[src/rtl/bpl_pkg.sv]
// Package for the bounded positional list: depth, derived widths, command codes,
// beat payload structs and the control struct shared by the decoder and the cells.
// Depends on nothing.
package bpl_pkg;

  localparam int unsigned Depth = 16;
  localparam int unsigned IdxW  = $clog2(Depth);
  localparam int unsigned CntW  = $clog2(Depth + 1);
  localparam int unsigned PosW  = 4;
  localparam int unsigned DataW = 32;
  localparam int unsigned CmpW  = ((CntW > PosW) ? CntW : PosW) + 1;

  typedef enum logic [2:0] {
    CmdPushFront   = 3'd0,
    CmdAppendBack  = 3'd1,
    CmdInsertAt    = 3'd2,
    CmdRemoveAfter = 3'd3,
    CmdPopFront    = 3'd4
  } cmd_e;

  typedef struct packed {
    logic [2:0]              cmd;
    logic signed [DataW-1:0] item_value;
    logic [PosW-1:0]         position;
  } in_item_t;

  typedef struct packed {
    logic                    ok;
    logic signed [DataW-1:0] removed_item;
    logic [CntW-1:0]         list_size;
  } out_item_t;

  typedef struct packed {
    logic             ins;
    logic             rem;
    logic [IdxW-1:0]  idx;
    logic [DataW-1:0] value;
  } cell_ctl_t;

endpackage

[src/rtl/bpl_cell.sv]
// One list slot: holds a single entry and shifts towards its neighbours.
// Depends on bpl_pkg.
module bpl_cell
  import bpl_pkg::*;
(
  input  logic             clk_i,
  input  logic [IdxW-1:0]  cell_idx_i,
  input  cell_ctl_t        ctl_i,
  input  logic [DataW-1:0] left_i,
  input  logic [DataW-1:0] right_i,
  output logic [DataW-1:0] value_o
);

  logic [DataW-1:0] value_q, value_d;

  always_comb begin
    value_d = value_q;
    if (ctl_i.ins) begin
      if (cell_idx_i == ctl_i.idx) begin
        value_d = ctl_i.value;
      end else if (cell_idx_i > ctl_i.idx) begin
        value_d = left_i;
      end
    end else if (ctl_i.rem) begin
      if (cell_idx_i >= ctl_i.idx) begin
        value_d = right_i;
      end
    end
  end

  always_ff @(posedge clk_i) begin
    value_q <= value_d;
  end

  assign value_o = value_q;

endmodule

[src/rtl/bpl_ctrl.sv]
// Command decoder and size counter: checks each command against the size and
// drives the shift controls for the cell row. Depends on bpl_pkg.
module bpl_ctrl
  import bpl_pkg::*;
(
  input  logic            clk_i,
  input  logic            rst_ni,
  input  logic            fire_i,
  input  in_item_t        item_i,
  output cell_ctl_t       ctl_o,
  output logic            ok_o,
  output logic [CntW-1:0] size_o
);

  logic [CntW-1:0] count_q, count_d;
  logic [CmpW-1:0] pos_w, pos1_w, cnt_w;
  logic            full, empty, ins, rem, ok;
  logic [IdxW-1:0] idx;

  assign pos_w  = CmpW'(item_i.position);
  assign pos1_w = pos_w + CmpW'(1);
  assign cnt_w  = CmpW'(count_q);
  assign full   = (count_q == CntW'(Depth));
  assign empty  = (count_q == '0);

  always_comb begin
    ins = 1'b0;
    rem = 1'b0;
    ok  = 1'b0;
    idx = '0;
    unique case (item_i.cmd)
      CmdPushFront: begin
        ins = 1'b1;
        ok  = !full;
      end
      CmdAppendBack: begin
        ins = 1'b1;
        ok  = !full;
        idx = count_q[IdxW-1:0];
      end
      CmdInsertAt: begin
        ins = 1'b1;
        ok  = !full && !empty && (pos_w < cnt_w);
        idx = pos_w[IdxW-1:0];
      end
      CmdRemoveAfter: begin
        rem = 1'b1;
        ok  = (pos1_w < cnt_w);
        idx = pos1_w[IdxW-1:0];
      end
      CmdPopFront: begin
        rem = 1'b1;
        ok  = !empty;
      end
      default: begin
        ok = 1'b0;
      end
    endcase
  end

  always_comb begin
    count_d = count_q;
    if (fire_i && ok && ins) begin
      count_d = count_q + CntW'(1);
    end else if (fire_i && ok && rem) begin
      count_d = count_q - CntW'(1);
    end
  end

  always_ff @(posedge clk_i or negedge rst_ni) begin
    if (!rst_ni) begin
      count_q <= '0;
    end else begin
      count_q <= count_d;
    end
  end

  assign ctl_o.ins   = fire_i && ok && ins;
  assign ctl_o.rem   = fire_i && ok && rem;
  assign ctl_o.idx   = idx;
  assign ctl_o.value = item_i.item_value;
  assign ok_o        = ok;
  assign size_o      = count_d;

endmodule

[src/rtl/bounded_positional_list_unit.sv]
// Bounded positional list: a row of Depth cells with insert/remove at any slot.
// Each accepted input beat yields its result beat in the next cycle, held in an output register.
// Throughput: one command per cycle while the result register is free or being emptied;
// each cell shifts or holds on a single index compare, so the row settles in the accepting cycle.
// Reset (rst_ni, async, active low) empties the list and drops any pending result;
// cell contents stay undefined until written and are never read beyond the size.
module bounded_positional_list_unit
  import bpl_pkg::*;
(
  input  logic      clk_i,
  input  logic      rst_ni,
  input  logic      in_valid_i,
  output logic      in_ready_o,
  input  in_item_t  in_data_i,
  output logic      out_valid_o,
  input  logic      out_ready_i,
  output out_item_t out_data_o
);

  logic             fire;
  cell_ctl_t        ctl;
  logic             ok;
  logic [CntW-1:0]  size;
  logic [DataW-1:0] cell_val [Depth];
  logic [DataW-1:0] rd_val;

  logic      out_valid_q;
  out_item_t out_data_q, out_data_d;

  // Take a new beat whenever the result register is free or being emptied.
  assign in_ready_o = !out_valid_q || out_ready_i;
  assign fire       = in_valid_i && in_ready_o;

  bpl_ctrl u_ctrl (
    .clk_i  (clk_i),
    .rst_ni (rst_ni),
    .fire_i (fire),
    .item_i (in_data_i),
    .ctl_o  (ctl),
    .ok_o   (ok),
    .size_o (size)
  );

  // Cell row: each slot sees its left and right neighbour; the ends see zero.
  for (genvar g = 0; g < Depth; g++) begin : g_cell
    logic [DataW-1:0] left, right;
    if (g == 0) begin : g_first
      assign left = '0;
    end else begin : g_inner_l
      assign left = cell_val[g-1];
    end
    if (g == Depth - 1) begin : g_last
      assign right = '0;
    end else begin : g_inner_r
      assign right = cell_val[g+1];
    end

    bpl_cell u_cell (
      .clk_i      (clk_i),
      .cell_idx_i (IdxW'(g)),
      .ctl_i      (ctl),
      .left_i     (left),
      .right_i    (right),
      .value_o    (cell_val[g])
    );
  end

  // The slot being removed, read before the row shifts over it.
  assign rd_val = cell_val[ctl.idx];

  always_comb begin
    out_data_d.ok           = ok;
    out_data_d.removed_item = ctl.rem ? rd_val : '0;
    out_data_d.list_size    = size;
  end

  always_ff @(posedge clk_i or negedge rst_ni) begin
    if (!rst_ni) begin
      out_valid_q <= 1'b0;
    end else if (fire) begin
      out_valid_q <= 1'b1;
    end else if (out_ready_i) begin
      out_valid_q <= 1'b0;
    end
  end

  // Hold the result while it waits; load only on an accepted beat.
  always_ff @(posedge clk_i) begin
    if (fire) begin
      out_data_q <= out_data_d;
    end
  end

  assign out_valid_o = out_valid_q;
  assign out_data_o  = out_data_q;

endmodule

[config.mk]
export PLATFORM = sky130hd
export DESIGN_NAME = bounded_positional_list_unit
export DESIGN_NICKNAME = d
export VERILOG_FILES = /design/src/rtl/bpl_pkg.sv /design/src/rtl/bpl_cell.sv /design/src/rtl/bpl_ctrl.sv /design/src/rtl/bounded_positional_list_unit.sv
export SDC_FILE = /design/constraint.sdc
export NUM_CORES = 1
export LEC_CHECK = 0
export ABC_AREA = 1
export ABC_CLOCK_PERIOD_IN_PS = 13900
export BUFFER_PORTS_ARGS = -buffer_cell sky130_fd_sc_hd__buf_2
export CORE_MARGIN = 1.5
export CORE_UTILIZATION = 33
export CTS_BUF_LIST = sky130_fd_sc_hd__clkbuf_8
export DETAILED_ROUTE_END_ITERATION = 10
export GPL_ROUTABILITY_DRIVEN = 0
export MAX_ROUTING_LAYER = met4
export PLACE_DENSITY_LB_ADDON = 0.05
export SLEW_MARGIN = 15
export SYNTH_ARGS = -nofsm -noshare
export SYNTH_HDL_FRONTEND = slang
export SYNTH_SLANG_ARGS = --single-unit
export TNS_END_PERCENT = 50
[constraint.sdc]
create_clock -name clk_i -period 13.9 [get_ports clk_i]
set_input_delay 2.78 -clock clk_i [delete_from_list [all_inputs] [get_ports clk_i]]
set_output_delay 2.78 -clock clk_i [all_outputs]
set_load 0.02 [all_outputs]
Yosys cells after proc, flatten, opt, wreduce, memory -nomap -nowiden. Cells that the tools add are included. W data, S select, Z words.

Register bits after elaboration: 556. Input port bits: 43. Output and inout bits: 40.

$add $sub $neg: 3. Order comparisons: 35. Equality and inequality tests: 36. Multiplexer cells: 91. Bitwise gates (word level): 1. Reduce and logical (&&, ||, !) cells: 50.

Operators with widths (number): $mux W32 (82); $bmux W32 S4 (1); $ne A3 B1 Y1 const B (16); $reduce_and A3 Y1 (16); $reduce_bool A2 Y1 (18); $eq A4 B4 Y1 const A (8); $ge A4 B4 Y1 const A (8); $gt A4 B4 Y1 const A (8); $eq A3 B4 Y1 const A (4); $ge A3 B4 Y1 const A (4); $gt A3 B4 Y1 const A (4); $pmux W4 S3 (1); $mux W5 (2); $eq A2 B4 Y1 const A (2); $ge A1 B4 Y1 const A (2); $ge A2 B4 Y1 const A (2); $gt A1 B4 Y1 const A (2); $gt A2 B4 Y1 const A (2); $eq A3 B2 Y1 const B (2); $logic_and A1 B1 Y1 (6); $lt A6 B5 Y1 (1); $add A4 B1 Y5 const B (1); $add A5 B1 Y5 const B (1); $eq A5 B5 Y1 const B (1); 16 further kinds (22).

Depth between registers and ports, before layout.
Word-level depth: 9. Depth in mapped cells: 18.

Hierarchy. Synthesis repeated with hierarchy kept, for this count alone.

Cells, all modules: 6413. Area, all modules: 42798.5 um2.

By module, submodules not included: bpl_cell (times used 16, cells an instance 295, area an instance 2140.8 um2); bounded_positional_list_unit (times used 1, cells an instance 1535, area an instance 7487.2 um2); bpl_ctrl (times used 1, cells an instance 158, area an instance 1058.5 um2).

Least setup slack after synthesis. No wires, ideal clock.

Path kind: input to register. Start point: in in_valid_i. End point: reg g_cell[6].u_cell.value_q[0], enable pin. Arrival time: 7.981 ns. Data required time: 13.430 ns. Slack: 5.449 ns. Cell stages on the path: 4. Buffers on the path: 0. Cell sequence: inv_1 -> a21oi_1 -> nand2_1 -> a211oi_1.

Word-level cells in the longest chain between the ends: 5. Elaborated cells between the ends (all ways): 8. Those cells by class: eq/ne: 1; reduce/logical: 7.

Ends and longest elaborated chain: from (decl) (line bounded_positional_list_unit.sv:12) `input logic in_valid_i,`; $logic_and A1 B1 Y1 * (line bounded_positional_list_unit.sv:32) `assign fire = in_valid_i && in_ready_o;`; net fire (line bounded_positional_list_unit.sv:20) `logic fire;`; $logic_and A1 B1 Y1 * (line bpl_ctrl.sv:78, bpl_ctrl.sv:79); $logic_and A1 B1 Y1 (on tied branches) (line bpl_ctrl.sv:78, bpl_ctrl.sv:79); $ne A3 B1 Y1 (no line) / $reduce_bool A2 Y1 (equally long branches); $reduce_and A3 Y1 (no line) *; to (signal assigned) (line bpl_cell.sv:32) `value_q <= value_d;`; to (decl) (line bpl_cell.sv:14) `logic [DataW-1:0] value_q, value_d;`.

Mark *: on every way through the listed nets, which the timed path passes. The rest lies on a longest branch. A chain may end at the register's enable or synchronous reset.

Final worst setup path.
Start point: in in_data_i[37] (netlist bit). End point: reg out_data_q, in the netlist out_data_o[17] (data pin).

Word-level cells in the longest chain between the ends: 6. Elaborated cells between the ends (all ways): 16. Those cells by class: eq/ne: 4; mux: 6; bitwise: 1; reduce/logical: 5.

Ends and longest elaborated chain: from (decl) (line bounded_positional_list_unit.sv:14) `input in_item_t in_data_i,`; $eq A3 B2 Y1 / $eq A3 B1 Y1 (equally long branches) (line bpl_ctrl.sv:31) `unique case (item_i.cmd)`; $pmux W4 S3 (line bpl_ctrl.sv:31); $not A4 Y5 (implied by the code) (line bounded_positional_list_unit.sv:69) `assign rd_val = cell_val[ctl.idx];`; $bmux W32 S4 (line bounded_positional_list_unit.sv:69); $mux W32 (implied by the code) (2 in a row) (line bounded_positional_list_unit.sv:69); to (signal assigned) (line bounded_positional_list_unit.sv:90) `out_data_q <= out_data_d;`; to (decl) (line bounded_positional_list_unit.sv:28) `out_item_t out_data_q, out_data_d;`.

Parallel ways exist; a longest one is shown, timed or not. The select of a mux whose other input is x is not followed.

==> out/metrics.yaml <==
final_core_util: 0.366
status: "finished, final reports clean"
crit_fanout: 135
startpoint_type: "input port"
routed_wl_mm: 149
antenna_found_initial: 5
setup_tns_ns: 0
cts_hold_buf: 0
placed_cells: 6426
grt_max_degree: 211
min_to: "g_cell[4].u_cell.value_o[1]"
synthToLayoutAreaGrowth_pct: 9.32
start_util: 0.334
ys_seq_area_frac: 0.464
tightest_slew_ns: 1.15
yosys_warnings: 0
insertion_delay_ns: 0.80
irDropWorstVdd_mv: 0.0614
antenna_left: 0
slew_viol_final: 0
synth_most_common_cell: "nand2_1"
r2r-start: "u_ctrl.count_q[0]"
hold_path_startpoint: "g_cell[5].u_cell.value_o[1]"
path_cells: "buf_2 -> nor2_2 -> nand3_4 -> nand3_4 -> buf_12 -> buf_4 -> buf_4 -> nand2_1 -> nand3_1 -> nand2_1 -> nand2_1 -> nand2_1 -> nor2_1 -> nor2_1"
synthesis.area_um2: 36000
crit_required_ns: 14.42
r2r_cells: 12
cts-resized-gates: 0
maxCapViolCount: 0
cts_setup_buffers: 0
via_count: 33644
critical_path_class: "input port to register"
timing.critical_path.mode_cell: "nand2_1"
syn_inst: 5205
die_w_um: 333
synth_seq_cells: 556
r2r_slack_ns: 8.81
grt_pass1_wl_mm: 218
drt_first_pass_iters: 5
p_per_area_nw_per_um2: 124
drt_iter0_drc: 3024
cts.sinks: 556
setup_violations: 0
async_reset_ff_frac: 0.0108
num_io_pins: 83
syn-num-nets: 5259
nets: 5192
total_power_w: 0.00488
min_period_ns: 6.88
synth_edf_count: 550
crit_family: "simple AND/OR/NAND/NOR gates"
io_buffers: 82
synthFlopType: "edfxtp_1"
p_leak_nw: 18.7
dpl.hpwl_mm: 82.8
grt_use_total: 0.272
whs_ns: 0.541
slew_headroom: 0.233
rows: 120
htreeDepth: 3
drive_above_1_share: 0.0694
multi_input_area_um2: 16500
fill_cells: 11706
hold_violations: 0
worstPathArrival_ns: 7.40
crit_buf_inv: 4
synthDistinctLibCells: 36
synth_top_area_frac: 0.459
path_clk_slew_ns: 0.06
clockBufferDepth: 3
finClkSkew_ns: 0.0360
fmax_mhz: 145
hold_class: "register to register"
cts_tree: "built"
drc: 0
period_share: 0.495
rr_endpoint: "out_data_o[17]"
hold-path-cell-count: 2
cp_slowest_stage_delay_ns: 0.82
yosys.area.top_type: "edfxtp_1"
worstSetupEndpointType: "register"
cts_buffers: 113
fp.dieH_um: 333
die_area_um2: 111000
root_buffer: "clkbuf_8"
regArea_um2: 16700
grt_setup_unrepaired: "false"
yosys-top-cells-area: "edfxtp_1, nand2_1, nand3_1"
routedWlPerCell_um: 22.4
cpMaxStageDelayCell: "nand3_4"
final_cell_count_no_fill: 6636
overflow: 0
netlist_top_cells_count: "nand2_1, nand3_1, edfxtp_1, inv_1, buf_2"
coreArea_um2: 108000
synth.avg_cell_area_um2: 6.91
via_per_inst: 5.07
first_global_vias: 32055
report_power, final:
part	switching, W	internal, W
clock network	0.000813	0.000791
logic	0.000845	0.000304
registers	0.0000917	0.00204
flip-flops by register name, summed over array words and instances, names as in the netlist:
register,flops
g_cell.u_cell.value_o,512
u_ctrl.count_q,5
out_data_o,38
out_valid_o,1
worst register-to-register path, stage by stage (launching register included):
cell	delay (ns)
dfrtp_1	0.53
nand3_4	0.71
nand3_4	0.86
buf_12	0.65
buf_4	0.87
buf_4	0.60
nand2_1	0.11
nand3_1	0.11
nand2_1	0.07
nand2_1	0.06
nand2_1	0.11
nor2_1	0.13
nor2_1	0.05
how the worst max path moves through the flow:
stage | endpoint | slack (ns) | start | depth (start not counted)
6_report | out_data_o[17] | 7.02 | in_data_i[37] | 14
5_1_grt | out_data_o[17] | 6.85 | in_data_i[37] | 15
4_1_cts | g_cell[4].u_cell.value_o[28] | 7.05 | in_data_i[0] | 13
3_5_place_dp | g_cell[4].u_cell.value_o[28] | 6.21 | in_data_i[0] | 13
3_3_place_gp | g_cell[4].u_cell.value_o[28] | 6.26 | in_data_i[0] | 13
2_1_floorplan | g_cell[6].u_cell.value_o[0] | 5.45 | in_valid_i | 4
cell usage in the layout (no fill, tap or decap), types with 7 or more instances in the layout:
cell | Yosys | layout
ha_1 | 11 | 11
o21ai_0 | 89 | 89
nand3b_1 | 32 | 32
nand3_1 | 562 | 559
nor2_4 | 7 | 17
clkbuf_8 | 0 | 117
inv_1 | 304 | 348
buf_2 | 199 | 82
inv_2 | 22 | 22
nand2_2 | 6 | 9
a21oi_4 | 0 | 7
edfxtp_1 | 550 | 550
a21oi_1 | 42 | 35
nand2_1 | 2917 | 2913
nor2_1 | 144 | 140
clkinv_1 | 32 | 59
buf_4 | 12 | 66
o21ai_1 | 110 | 110
clkinv_2 | 0 | 9
routing by layer:
layer / vias up / wire length [um] / track usage
met2: 1017 / 68100 / 0.429
met5: - / 0 / -
met4: 0 / 4210 / 0.0834
met3: 253 / 8450 / 0.0385
li1: 16356 / - / -
met1: 16018 / 68100 / 0.361
cells by family (layout without fill, tap and decap cells):
kind of cell | after synthesis | count (layout) | synth area share
other cells | 0 | 5 | 0
compound gates | 246 | 246 | 0.0346
flops | 556 | 556 | 0.464
simple gates | 3692 | 3692 | 0.413
xor+xnor | 6 | 6 | 0.00146
fa+ha+maj | 11 | 11 | 0.00383
buf+inv | 694 | 717 | 0.0835
final cells by class:
| cell class | count | share of cell area |
|---|---|---|
| clock buffer | 117 | 0.0410 |
| antenna | 5 | 0.000318 |
| clock inverter | 88 | 0.0101 |
| timing repair buffer | 152 | 0.0251 |
| multi-input combinational | 3955 | 0.420 |
| inverter | 360 | 0.0348 |
| tap | 1403 | 0.0447 |
| sequential | 556 | 0.424 |
stage by stage:
step	setup WS, ns	area, um^2
finish	7.02	39300
global route	6.85	39300
CTS	7.05	39300
detailed placement	6.21	37300
global placement	6.26	37300
floorplan	5.45	36000
Note: power is estimated with default switching activity, not from simulation.
